--- src/dwsp_mul.sv ---
// shared 32 by 32 unsigned multiplier with registered product
`default_nettype none

module dwsp_mul (
  input  wire logic        clk,
  input  wire logic [31:0] a,
  input  wire logic [31:0] b,
  output logic      [63:0] p_r
);

  always_ff @(posedge clk) begin
    p_r <= a * b;
  end

endmodule

`default_nettype wire

--- config.mk ---
export PLATFORM = sky130hd
export DESIGN_NAME = dwsp_mul
export DESIGN_NICKNAME = d
export VERILOG_FILES = /design/src/dwsp_mul.sv
export SDC_FILE = /design/constraint.sdc
export NUM_CORES = 2
export LEC_CHECK = 0
export ABC_CLOCK_PERIOD_IN_PS = 10650
export BUFFER_PORTS_ARGS = -buffer_cell sky130_fd_sc_hd__buf_2
export CAP_MARGIN = 20
export CORE_MARGIN = 2
export CORE_UTILIZATION = 24
export CTS_CLUSTER_SIZE = 30
export DETAILED_ROUTE_END_ITERATION = 12
export PLACE_DENSITY = 0.4
export SYNTH_ARGS = -nofsm -noshare
export SYNTH_HDL_FRONTEND = slang
export SYNTH_SLANG_ARGS = --single-unit
--- constraint.sdc ---
create_clock -name clk -period 10.65 [get_ports clk]
set_clock_uncertainty 0.1 [all_clocks]
set_input_delay 0.5325 -clock clk [delete_from_list [all_inputs] [get_ports clk]]
set_output_delay 0.5325 -clock clk [all_outputs]
set_load 0.1 [all_outputs]
==> results.txt <==
Crit path max-delay cell type - a31oi_1
CTS tree - yes
Tightest Pin Transition - 1.00 ns
Most flop-heavy register - p_r
Synth cell types - 57
RSZ-0062 raised after global routing - no
Die height - 384 um
Starting density of the core - 24.2%
# hold bufs at CTS - 0
Ys async rst share - 0%
Vias per inst - 4.30
Critical-path cell list - buf_2 -> buf_4 -> and2_1 -> fa_1 -> fa_1 -> inv_1 -> fa_1 -> fa_1 -> inv_1 -> fa_1 -> fa_1 -> fa_1 -> inv_1 -> fa_1 -> inv_1 -> ha_1 -> nand4_1 -> or4_1 -> or3_1 -> a31oi_1 -> a31o_2 -> a211oi_1 -> o21ai_1 -> xor2_1
Relative slew slack - 33.3%
Share of the synthesized area in the top cell type - 51.7%
Routed len/inst - 19.9 um
Syn Nets - 4972
Largest register FFs - 64
Post-Route WL - 111000 um
Syn Std Cell Area - 34700 sq um
Nets@finish - 4909
Placed wire-length estimate - 90900 um
Post-CTS sizing - 0
WP data required - 10.87 ns
FMAX - 119 MHz
Total gr overflow - 0
WHS - 0.737 ns
Synth top area cells - fa_1 52%, and2_1 11%, ha_1 9.5%
Largest regs - p_r (64)
Residual DRC - 0
Fin. Hold Viols - 0
Die ar. - 148000 sq um
GR Util All Layers - 15.6%
Number of enable flip-flop cells after synthesis - 0
Htree depth - 3
Startpoint of the worst hold path - b[0]
Clk buf depth - 2
Pre-antenna DRT Iters - 5
Sequential element share of the synthesized area - 3.69%
Worst-path fanout max - 18
Post-placement cell count - 5577
Cell mode on critical path - fa_1
Via count - 24100
Slowest stage delay, CP - 0.63 ns
Setup TNS Final - 0 ns
Fin. max-slew vios - 0
Post-Layout Cell Count - 5598
Hold worst-path end - p_r[0]
Post-synth top cells - 896 x fa_1, 865 x inv_1, 602 x and2_1, 480 x nand2_1, 263 x ha_1
Post-CTS setup buffer count - 0
Root buf cell - clkbuf_16
Synth Area per Inst - 9.25 sq um
Hold WC Path Type - in2reg
Tmin final - 8.43 ns
Antenna violations before repair - 23
Flops & latches, synth - 64
Clock transition at path regs - 0.06 ns
GP Congestion - 0.803
CP startpoint kind - input port
Top-count cell post-synth - fa_1
Area delta synth->final - 7.60%
Cell taking the most area after synthesis - fa_1
Clk sinks - 64
Status - completed
Vias in the first global route - 27200
Final Util - 26.0%
Core Region - 143000 sq um
Global-route wire length before repair - 172000 um
IO buf count - 128
I/O pins - 129
Max-cap violations - 0
Synth warn - 0
Crit share post-route - 79.2%
Hold Path Depth - 2
Inserted Clock Buffers - 9
Fillcell total - 15700
Most common flop cell mapped by yosys - dfxtp_1
Row count - 139
Share of cells above drive strength 1 - 4.85%
DR iter-0 viols - 1057
Final setup fails - 0
Largest net degree at the start of global routing - 33
CP arrival - 8.65 ns
Post-route ant nets - 0
Critical path type - in2reg
CP Capture Type - flop
Die W - 384 um
Post-Synthesis Cells - 3748
[cell type report]
type                            instances  area, sq um  share of cell area [%]
Multi-Input combinational cell       2599        29300                    78.6
Clock buffer                            9          225                   0.604
Antenna cell                            5         12.5                  0.0335
Sequential cell                        64         1280                    3.43
Timing Repair Buffer                  146          776                    2.08
Clock inverter                          7         72.6                   0.195
Tap cell                             1903         2380                    6.38
Inverter                              865         3250                    8.70
[per-stage QoR]
stage,area [sq um],worst slack [ns]
floorplan,34700,3.26
global placement,37000,1.88
detailed placement,37000,1.88
CTS,37300,2.30
global route,37300,1.96
finish,37300,2.22
[metal layers]
layer  share of wire (%)  GRT usage, %  routed length, um
met5               0.020             0                 22
met4                 1.6          2.30               1750
met3                 2.3          1.22               2560
met2                  55          29.4              60600
met1                  42          19.5              46200
[worst max-delay path: cells and delay by family]
kind            cells  cell delay, ns
xor+xnor            1            0.14
compound gates      4            1.25
simple gates        4            1.31
fa+ha+maj           9            4.39
buf+inv             6            1.00
[how the worst max path moves through the flow]
stage	from	to	depth (start not counted)	slack, ns
detailed placement	a[20]	p_r[62]	24	1.88
global placement	a[20]	p_r[62]	24	1.88
floorplan	a[25]	p_r[62]	25	3.26
CTS	a[20]	p_r[62]	24	2.30
global route	b[24]	p_r[62]	20	1.96
finish	a[20]	p_r[62]	24	2.22
[placed cells by master, fill, tap and decap left out, types with 3 or more instances in the layout]
| master | Yosys | layout |
|---|---|---|
| a211oi_1 | 3 | 3 |
| a21boi_1 | 3 | 3 |
| a21o_1 | 40 | 40 |
| a21oi_1 | 63 | 63 |
| a21oi_2 | 3 | 3 |
| a221o_1 | 4 | 4 |
| a221oi_4 | 3 | 3 |
| a31oi_1 | 12 | 12 |
| and2_1 | 602 | 602 |
| and3_1 | 14 | 14 |
| and4_1 | 3 | 3 |
| buf_2 | 6 | 128 |
| buf_4 | 0 | 18 |
| clkbuf_16 | 0 | 9 |
| dfxtp_1 | 64 | 64 |
| diode_2 | 0 | 5 |
| fa_1 | 896 | 896 |
| ha_1 | 263 | 263 |
| inv_1 | 865 | 865 |
| nand2_1 | 480 | 480 |
| nand3_1 | 10 | 10 |
| nand4_1 | 23 | 23 |
| nor2_1 | 20 | 20 |
| nor3_1 | 7 | 7 |
| o21a_1 | 9 | 9 |
| o21ai_0 | 21 | 21 |
| o21ai_1 | 5 | 5 |
| o21bai_1 | 10 | 10 |
| o221ai_1 | 3 | 3 |
| o31ai_4 | 3 | 3 |
| or2_2 | 3 | 3 |
| or3_1 | 3 | 3 |
| or4_1 | 3 | 3 |
| xnor2_1 | 35 | 35 |
| xor2_1 | 25 | 25 |
[cell families (layout without fill, tap and decap cells)]
kind of cell    Yosys count  in the layout  synth area share (%)
compound gates          202            202                  4.15
xor+xnor                 60             60                  1.52
fa+ha+maj              1159           1159                  61.2
buf+inv                1085           1027                  11.8
flops                    64             64                  3.69
mux                       1              1                0.0289
other cells               0              5                     0
simple gates           1177           1177                  17.6
Power is left out: the tool's default activity adds up to more than one toggle a clock period on the data nets, which glitch-free logic cannot reach.
