[config.mk]
export PLATFORM = sky130hd
export DESIGN_NAME = dwsp_div
export DESIGN_NICKNAME = d
export VERILOG_FILES = /design/src/dwsp_pkg.sv /design/src/dwsp_div.sv
export SDC_FILE = /design/constraint.sdc
export NUM_CORES = 1
export LEC_CHECK = 0
export ABC_AREA = 1
export BUFFER_PORTS_ARGS = -buffer_cell sky130_fd_sc_hd__buf_2
export CORE_MARGIN = 8
export CORE_UTILIZATION = 45
export DETAILED_ROUTE_END_ITERATION = 6
export PLACE_DENSITY_LB_ADDON = 0.08
export SYNTH_ARGS = -nofsm -noshare
export SYNTH_HDL_FRONTEND = slang
export SYNTH_SLANG_ARGS = --single-unit
[constraint.sdc]
create_clock -name clk -period 26.6 [get_ports clk]
set_input_delay 3.99 -clock clk [delete_from_list [all_inputs] [get_ports clk]]
set_output_delay 3.99 -clock clk [all_outputs]
set_load 0.01 [all_outputs]
[src/dwsp_pkg.sv]
// shared types, register indexes and saturation helpers for the wheel speed controller
`default_nettype none

package dwsp_pkg;

  localparam int unsigned DataW = 32;
  localparam int unsigned WideW = 64;

  // configuration register indexes
  localparam logic [2:0] REG_KP   = 3'd0;
  localparam logic [2:0] REG_KI   = 3'd1;
  localparam logic [2:0] REG_KD   = 3'd2;
  localparam logic [2:0] REG_TPM  = 3'd3;
  localparam logic [2:0] REG_SPT  = 3'd4;
  localparam logic [2:0] REG_INTV = 3'd5;
  localparam logic [2:0] REG_PWM  = 3'd6;
  localparam logic [2:0] REG_EN   = 3'd7;

  // integral clamp, 0.999 in q16.16
  localparam logic signed [48:0] IntegBound = 49'sd65470;
  localparam logic [16:0]        QOne       = 17'd65536;

  typedef struct packed {
    logic             start;
    logic [WideW-1:0] hi;
    logic [WideW-1:0] lo;
    logic [WideW-1:0] den;
  } div_req_t;

  typedef enum logic [17:0] {
    S_IDLE = 18'h00001,
    S_PREP = 18'h00002,
    S_EMUL = 18'h00004,
    S_D1S  = 18'h00008,
    S_D1W  = 18'h00010,
    S_D2S  = 18'h00020,
    S_D2W  = 18'h00040,
    S_ERR  = 18'h00080,
    S_D3S  = 18'h00100,
    S_D3W  = 18'h00200,
    S_DER  = 18'h00400,
    S_KI   = 18'h00800,
    S_KD   = 18'h01000,
    S_DRV  = 18'h02000,
    S_INT  = 18'h04000,
    S_IK   = 18'h08000,
    S_CLP  = 18'h10000,
    S_FIN  = 18'h20000
  } state_t;

  function automatic logic [31:0] mag32(input logic signed [31:0] v);
    mag32 = v[31] ? (~v + 32'd1) : v;
  endfunction

  function automatic logic signed [31:0] sat32(input logic signed [50:0] v);
    if (v > 51'sd2147483647) begin
      sat32 = 32'sh7FFFFFFF;
    end else if (v < -51'sd2147483648) begin
      sat32 = 32'sh80000000;
    end else begin
      sat32 = v[31:0];
    end
  endfunction

  function automatic logic signed [31:0] sat_mag(input logic [63:0] mag, input logic neg);
    if (neg) begin
      if (mag >= 64'h80000000) begin
        sat_mag = 32'sh80000000;
      end else begin
        sat_mag = ~mag[31:0] + 32'd1;
      end
    end else if (mag > 64'h7FFFFFFF) begin
      sat_mag = 32'sh7FFFFFFF;
    end else begin
      sat_mag = mag[31:0];
    end
  endfunction

endpackage

`default_nettype wire

[src/dwsp_div.sv]
// shared restoring divider, 128 by 64 bits, one quotient bit a cycle, saturating
`default_nettype none

module dwsp_div (
  input  wire logic                clk,
  input  wire logic                rst_n,
  input  wire dwsp_pkg::div_req_t  req,
  output logic                     done,
  output logic [63:0]              quo
);

  logic        busy_r;
  logic        done_r;
  logic [5:0]  cnt_r;
  logic [63:0] rem_r, lo_r, den_r, q_r;

  logic        carry, take;
  logic [63:0] shifted, rem_nxt;

  always_comb begin
    carry   = rem_r[63];
    shifted = {rem_r[62:0], lo_r[63]};
    take    = carry || (shifted >= den_r);
    rem_nxt = take ? (shifted - den_r) : shifted;
  end

  always_ff @(posedge clk) begin
    if (!rst_n) begin
      busy_r <= 1'b0;
      done_r <= 1'b0;
    end else begin
      done_r <= 1'b0;
      if (req.start) begin
        if (req.hi >= req.den) begin
          // quotient would not fit
          q_r    <= '1;
          done_r <= 1'b1;
        end else begin
          busy_r <= 1'b1;
          rem_r  <= req.hi;
          lo_r   <= req.lo;
          den_r  <= req.den;
          q_r    <= '0;
          cnt_r  <= 6'd63;
        end
      end else if (busy_r) begin
        rem_r <= rem_nxt;
        lo_r  <= {lo_r[62:0], 1'b0};
        q_r   <= {q_r[62:0], take};
        cnt_r <= cnt_r - 6'd1;
        if (cnt_r == 6'd0) begin
          busy_r <= 1'b0;
          done_r <= 1'b1;
        end
      end
    end
  end

  assign done = done_r;
  assign quo  = q_r;

endmodule

`default_nettype wire

==> results of run 1 <==
-- kinds of logic after synthesis --
logic type,share of synthesized area (%)
AOI/OAI and AO/OA,2.856
xor gates and xnor gates,1.421
adders and majority gates,8.620
buffers and inverters,11.10
DFF,41.40
and+or+nand+nor,34.60
-- final timing paths --
kind	slack, ns	start	to
setup / recovery	19.62	req[21]	lo_r[30]
hold / removal	0.48	busy_r	busy_r
setup reg to reg	22.36	rem_r[60]	rem_r[47]
hold reg to reg	0.48	busy_r	busy_r
-- state kept, by name, summed over array words and instances, names as in the netlist --
signal  cells
cnt_r       6
quo        64
busy_r      1
den_r      64
rem_r      64
lo_r       64
done        1
-- cell usage after synthesis, drive strengths merged, types with 23 or more instances --
master,count,area [sq um]
xnor2,30,262.8
clkbuf,35,131.4
nand2,1280,4845
nand4,23,143.9
ha,130,1627
buf,23,157.6
edfxtp,262,7868
nor2,144,573.1
a21oi,80,415.4
inv,487,1828
nand3,117,595.6
nand3b,41,307.8
-- power by group --
part	total, mW	switching (mW)	internal [mW]
registers	0.517	0.0139	0.503
logic	0.366	0.245	0.121
clock network	0.427	0.172	0.255
total	1.31	0.430	0.879
-- per-layer routing --
| metal | vias up | part of all wire [%] | track usage [%] |
|---|---|---|---|
| li1 | 8866 | - | - |
| met1 | 7779 | 46 | 31.46 |
| met4 | 18 | 2.7 | 5.944 |
| met3 | 94 | 7.0 | 5.251 |
| met2 | 426 | 44 | 38.25 |
| met5 | - | 0.19 | 0 |
-- final cells by class --
class	count	area, sq um
Timing Repair Buffer	270	1381
Clock inverter	17	229.0
Inverter	488	1837
Sequential cell	264	7908
Multi-Input combinational cell	1895	9091
Antenna cell	13	32.53
Tap cell	539	674.4
Clock buffer	37	777.0
Fill cell	4239	20020
-- through the flow --
step / worst slack [ns] / hold WS [ns] / cell area, sq um
6_report: 19.62 / 0.4821 / 21930
5_1_grt: 19.43 / 0.5033 / 21910
4_1_cts: 19.62 / 0.4792 / 21900
3_5_place_dp: 18.97 / 0.4695 / 20890
3_3_place_gp: 19.06 / 0.4551 / 20890
2_1_floorplan: 14.51 / 0.4406 / 19100
-- worst min-delay path, delay by kind of cell (launching register included) --
kind	cells	cell delay, ns
compound gates	1	0.06
buf+inv	1	0.05
flops	1	0.32
==> results.yml, run 1 <==
setup_path:
  crit_path_max_fanout: 59
  crit_cells: 14
  worstSetupPathType: "input pin to flop"
  slowest_delay_ns: 0.69
  crit_family: "buffers and inverters"
  crit_arrival_ns: 7.21
  critPathLaunchType: "input pin"
  critical_path.slowest_cell: "buf_4"
  reg2reg_depth: 12
  path_buf_inv: 4
  cp.required_ns: 26.82
  cp-end-kind: "flop"
  cp_cell_sequence: "buf_2 -> inv_1 -> ha_1 -> a21oi_1 -> nor2_1 -> nor3_1 -> a21oi_1 -> nor2_1 -> nand2_1 -> nand2_1 -> nand3_1 -> a21oi_4 -> buf_4 -> buf_4"
routing:
  routedWlPerCell_um: 16.76
  drc: 0
  vias: 17180
  first_pass_iters: 6
  drt_wl_total_um: 59040
  drtIter0Drc: 1212
  drt.antenna.violating_nets: 0
  viasPerCell: 4.877
flow_run:
  cap_violations: 0
cts:
  cts_tree: "yes"
  cts_hold_buf: 0
  cts_buffer_depth: 3
  postCtsResizedCells: 0
  cts_buffers: 30
  ctsHtreeMaxLevel: 1
  postCtsSetupRepairBufs: 0
  clockRootBuffer: "clkbuf_16"
  cts_sinks: 264
  clk_pin_slew_ns: 0.06
  insertion_delay_ns: 0.60
logic_synthesis:
  syn_inst: 2705
  ys_seq_area_share_pct: 41.40
  ys_warn_count: 0
  yosysUniqueCellTypes: 36
  syn_nets: 3031
  synth_edf_count: 262
  syn_area_sq_um: 19100
  ys_async_sr_fraction_pct: 0
  avgSynthCellArea_sq_um: 7.061
  ys_ff_latch: 264
  synth_flop_cell: "edfxtp_1"
final_layout:
  fin_util_pct: 52.28
  final_common_cell: "nand2_1"
  final_cell_mix: "nand2_1 (1270), inv_1 (468), edfxtp_1 (262)"
  drive_above_1_share_pct: 12.05
  final_cell_count_no_fill: 3523
  syn_to_final_growth_pct: 14.81
  finalNetCount: 3275
floorplan:
  dieArea_sq_um: 49300
  ios: 260
  die_width_um: 222.0
  die_h_um: 222.0
  coreArea_sq_um: 41950
  rows: 75
  start_util_pct: 45.54
worst_hold_path:
  hold_depth: 2
  hp-class: "flop to flop"
timing:
  rsz0062_at_grt: "false"
  skew_ns: 0.01699
  hold_viol_final: 0
  fmax_mhz: 143.2
  finalCritPeriodShare_pct: 26.25
  finalSetupTns_ns: 0
  worst_pin_slew_ns: 1.193
  period_minus_slack_ns: 6.983
  relSlewSlack_pct: 20.25
  setup_violations: 0
  maxSlewViolCount: 0
grt:
  grt_pass1_vias: 17200
  grt_pass1_wl_um: 92780
  grt_antenna_before_repair: 20
  grt_max_degree: 98
  overflow: 0
  grtUsageTotal_pct: 23.54
outcome:
  outcome: "completed"
placed_design:
  dp_hpwl_um: 47450
  io_buffers: 259
  routabilityCongestion: 0.9515
  dp_cells: 3456
pwr:
  leakagePower_nw: 11.82
  ir_drop_mv: 0.04592
  powerDensity_nw_per_um2: 59.73
  power.total_mw: 1.310
Power figures use the tool's default switching activity.
==> run 2, diff against run 1 <==
clock period = 5.85 ns   (was 26.6 ns; I/O delays follow)
==> run 2 against run 1 <==
  * Clock skew is 0.017 ns higher
  * Routed wire length is 0.30% higher
  * First-iteration DRC count is 6.3% lower
  * Clock power grew to 4.6 times the previous value
  * Core utilization is 0.083 points higher
  * Final area is 0.16% higher
  * Cell count hardly changed
  * Global-route usage hardly changed
  * Critical path depth is 1 lower
  * Power grew to 4.6 times the previous value
  * Flip-flop and latch count stayed put
  * Count of clock-buffer cells in the layout is 1 lower
==> results.yml, run 2 (synthesized netlist as in run 1, its figures left out) <==
outcome:
  outcome: "completed"
routing:
  drtIter0Drc: 1136
  drt_wl_total_um: 59220
  vias: 17300
  drt.antenna.violating_nets: 0
  first_pass_iters: 5
  drc: 0
  viasPerCell: 4.908
  routedWlPerCell_um: 16.79
placed_design:
  routabilityCongestion: 0.9872
  post_dp_cell_area_sq_um: 20900
  place_ws_ns: 1.213
  dp_hpwl_um: 46940
  io_buffers: 259
final_layout:
  fin_util_pct: 52.36
  ff_latch_area_sq_um: 7908
  syn_to_final_growth_pct: 14.99
  fillers: 4271
  multi_input_area_sq_um: 9091
  final_common_cell: "nand2_1"
  finalNetCount: 3276
  final_cell_mix: "nand2_1 (1270), inv_1 (468), edfxtp_1 (262)"
  fin_area_sq_um: 21960
  drive_above_1_share_pct: 12.31
setup_path:
  crit_path_max_fanout: 34
  rr_startpoint: "lo_r[63]"
  worstSetupPathType: "input pin to flop"
  cp.required_ns: 6.10
  cp-end-kind: "flop"
  crit_arrival_ns: 4.13
  slowest_delay_ns: 0.83
  critPathLaunchType: "input pin"
  cp_cell_sequence: "buf_2 -> inv_1 -> ha_1 -> a21oi_1 -> nor2_1 -> nor3_1 -> a21oi_1 -> nor2_1 -> nand2_1 -> nand2_1 -> nand3_1 -> nor2_4 -> buf_4"
  crit_start: "req[21]"
  path_buf_inv: 3
  crit_family: "simple AND/OR/NAND/NOR gates"
  critical_path.slowest_cell: "nor2_4"
floorplan:
  start_util_pct: 45.54
  die_h_um: 222.0
  dieArea_sq_um: 49300
  coreArea_sq_um: 41950
  ios: 260
  rows: 75
  die_width_um: 222.0
timing:
  worst_slack_ns: 1.964
  skew_ns: 0.03356
  finalSetupTns_ns: 0
  setup_violations: 0
  maxSlewViolCount: 0
  relSlewSlack_pct: 32.63
  finalCritPeriodShare_pct: 66.43
  worst_pin_slew_ns: 1.011
  fmax_mhz: 257.3
  rsz0062_at_grt: "false"
  hold_viol_final: 0
  period_minus_slack_ns: 3.886
cts:
  clockRootBuffer: "clkbuf_16"
  insertion_delay_ns: 0.61
  cts_hold_buf: 0
  ctsHtreeMaxLevel: 1
  cts_buffers: 31
  postCtsResizedCells: 0
  cts_sinks: 264
  postCtsSetupRepairBufs: 0
  cts_buffer_depth: 3
  clk_pin_slew_ns: 0.06
  cts_tree: "yes"
pwr:
  ir_drop_mv: 0.2223
  leakagePower_nw: 11.84
  power.total_mw: 5.991
  powerDensity_nw_per_um2: 272.8
worst_hold_path:
  hp-class: "input pin to flop"
  hp-start: "req[13]"
grt:
  grt_max_degree: 104
  grtUsageTotal_pct: 23.56
  overflow: 0
  grt_pass1_wl_um: 93350
  grt_pass1_vias: 17250
  grt_antenna_before_repair: 23
flow_run:
  cap_violations: 0
[run 2: changes by cell type in the layout (fill, tap and decap cells not counted), moves of 2 or more]
cell | before | now
clkbuf_1 | 7 | 5
clkinvlp_4 | 0 | 2
clkinv_1 | 8 | 5
clkinv_2 | 2 | 5
clkinv_4 | 0 | 2
[run 2: final timing paths]
| path | slack (ns) | endpoint | cells past startpoint |
|---|---|---|---|
| min reg2reg | 0.49 | lo_r[1] | 2 |
| max | 1.96 | den_r[28] | 13 |
| min | 0.46 | den_r[13] | 1 |
| max reg2reg | 2.03 | rem_r[58] | 20 |
[run 2: final cells by class]
type / count / share of cell area [%]
clock buffers: 36 / 3.617
well taps: 539 / 3.070
inverters: 488 / 8.362
repair buffers: 270 / 6.346
clock inverters: 21 / 1.065
multi-input cells: 1895 / 41.39
flip-flops and latches: 264 / 36.00
diodes: 13 / 0.1481
[run 2: per-stage QoR]
stage                     hold slack [ns]  std cells
after CTS                          0.4056       3513
final                              0.4564       3526
after global placement             0.4534       3456
after detailed placement           0.4660       3456
after global routing               0.4345       3520
after floorplan                    0.4406       2705
[run 2: report_power, final]
part,switching [mW],total [mW],internal (mW),leakage (nW)
sequential,0.0652,2.35,2.29,2.48
clock,0.820,1.97,1.15,0.499
combinational,1.11,1.66,0.551,8.86
total,2.00,5.99,3.99,11.8
[run 2: layer usage]
| metal | GRT usage [%] | share of wire, % | vias up |
|---|---|---|---|
| li1 | - | - | 8893 |
| met1 | 30.72 | 45 | 7918 |
| met2 | 38.88 | 45 | 383 |
| met3 | 5.515 | 6.5 | 94 |
| met4 | 6.222 | 2.6 | 16 |
| met5 | 0 | 0.17 | - |
[run 2: worst reg2reg max path: stages, from the launching register on]
cell      delay, ns
edfxtp_1       0.33
inv_1          0.06
ha_1           0.22
fa_1           0.41
inv_1          0.10
nand3_1        0.11
nand2_4        0.14
nand2_1        0.07
nand2_2        0.11
nand2_1        0.08
nand2_2        0.11
nand2_2        0.07
nand3_2        0.08
nand2_4        0.30
nand2_4        0.14
buf_4          0.34
nand2_1        0.43
buf_4          0.37
nand2_1        0.09
nand2_1        0.09
nand2_1        0.07
==> run 3, diff against run 2 <==
clock period = 3.4 ns   (was 5.85 ns; I/O delays follow)
==> run 3 against run 2 <==
  * Global-route usage increased by 0.15 points
  * Combinational power rose by 77%
  * Register-to-register slack worse by 1.6 ns
  * First-iteration DRC count increased by 9.0%
==> results.yml, run 3 (synthesized netlist as in run 1, its figures left out) <==
cts:
  postCtsSetupRepairBufs: 0
  cts_tree: "yes"
  clockRootBuffer: "clkbuf_16"
  cts_sinks: 264
  postCtsResizedCells: 0
  cts_buffer_depth: 3
  cts_buffers: 30
  insertion_delay_ns: 0.60
  clk_pin_slew_ns: 0.07
  ctsHtreeMaxLevel: 1
  cts_hold_buf: 0
floorplan:
  die_h_um: 222.0
  start_util_pct: 45.54
  ios: 260
  rows: 75
  coreArea_sq_um: 41950
  dieArea_sq_um: 49300
  die_width_um: 222.0
timing:
  fmax_mhz: 333.8
  worst_pin_slew_ns: 0.6373
  period_minus_slack_ns: 2.996
  rsz0062_at_grt: "false"
  finalCritPeriodShare_pct: 88.11
  maxSlewViolCount: 0
  relSlewSlack_pct: 57.07
  hold_viol_final: 0
  setup_violations: 0
  skew_ns: 0.01320
grt:
  grt_max_degree: 104
  met3_usage_pct: 5.581
  grt_pass1_vias: 17070
  grt_antenna_before_repair: 23
  grtUsageTotal_pct: 23.71
  grt_use_met2_pct: 38.66
  gr-max-usage-layer: "met2"
  met1_usage_pct: 32.03
  grt_pass1_wl_um: 93430
  overflow: 0
placed_design:
  routabilityCongestion: 0.9330
  post_dp_cell_area_sq_um: 21310
  dp_hpwl_um: 47840
  dp_cells: 3466
  io_buffers: 259
worst_hold_path:
  hp-class: "input pin to flop"
pwr:
  p_int_mw: 6.778
  switching_share_pct: 33.50
  leakagePower_nw: 11.90
  pwr-share-clk_pct: 31.4
  combPwrFrac_pct: 28.9
  ir_drop_mv: 0.4115
  power_switching_mw: 3.414
  powerDensity_nw_per_um2: 457.0
  p_seq_share_pct: 39.7
setup_path:
  worstSetupPathType: "flop to flop"
  crit_arrival_ns: 3.35
  cp.required_ns: 3.75
  cp-end-kind: "flop"
  crit_path_max_fanout: 39
  critPathLaunchType: "flop"
final_layout:
  finalNetCount: 3285
  syn_to_final_growth_pct: 16.75
  final_common_cell: "nand2_1"
  final_cell_mix: "nand2_1 (1269), inv_1 (454), edfxtp_1 (262)"
  final_cell_count_no_fill: 3532
  drive_above_1_share_pct: 13.48
  fin_area_sq_um: 22300
routing:
  drt_wl_total_um: 59400
  routedWlPerCell_um: 16.82
  drt.antenna.violating_nets: 0
  vias: 17280
  first_pass_iters: 6
  drc: 0
  viasPerCell: 4.892
  drtIter0Drc: 1238
flow_run:
  cap_violations: 0
outcome:
  outcome: "completed"
==> run 3: cell type report <==
class / count / area [sq um]
fill: 4195 / 19650
clock inverter: 19 / 191.4
antenna: 11 / 27.53
tap: 539 / 674.4
multi-input combinational: 1895 / 9280
inverter: 488 / 1839
timing repair buffer: 280 / 1607
clock buffer: 36 / 773.2
sequential: 264 / 7908
==> run 3: through the flow <==
step                TNS (ns)  utilization, %  power [mW]  setup slack (ns)  hold slack (ns)
floorplan            -107.76               -       6.069           -0.7271           0.4406
global placement           0           50.80       7.007           0.04057           0.4605
detailed placement         0           50.80       7.038           0.03166           0.4604
CTS                        0           53.10       10.29            0.4366          0.06806
global route               0           53.15       10.81            0.2422          0.06900
finish                     0           53.16       10.19            0.4042          0.09952
==> run 3: power groups by stage <==
stage	Sequential, mW	Combinational, mW	Clock [mW]
2_1_floorplan	4.12	1.95	0
3_3_place_gp	4.11	2.90	0
3_5_place_dp	4.11	2.93	0
4_1_cts	4.05	2.94	3.30
5_1_grt	4.07	3.33	3.41
6_report	4.05	2.94	3.21
==> run 3: path summary, 6_finish.rpt <==
| kind | startpoint | to | slack [ns] | depth (start not counted) |
|---|---|---|---|---|
| worst max-delay path | lo_r[63] | rem_r[9] | 0.40 | 18 |
| worst min-delay path | req[44] | den_r[44] | 0.1 | 1 |
| worst max register to register | lo_r[63] | rem_r[9] | 0.40 | 18 |
| worst min register to register | busy_r | busy_r | 0.47 | 2 |
==> run 3: per-layer routing <==
metal  vias up  routed length (um)
met5         -                 143
met4        24                1058
met3        82                4390
met2       424               26900
met1      7855               26910
li1       8895                   -
==> run 3: critical path, cell delays in order (launching register included) <==
cell,delay (ns)
edfxtp_1,0.33
inv_1,0.06
ha_1,0.23
fa_1,0.41
inv_1,0.09
nand3_1,0.11
nand2_4,0.14
nand2_1,0.07
nand2_2,0.12
nand2_1,0.08
nand2_2,0.11
nand2_2,0.07
nand3_2,0.10
nand2_4,0.07
nand2_4,0.21
buf_12,0.25
nand2_1,0.10
nand3_1,0.08
nand2_1,0.06
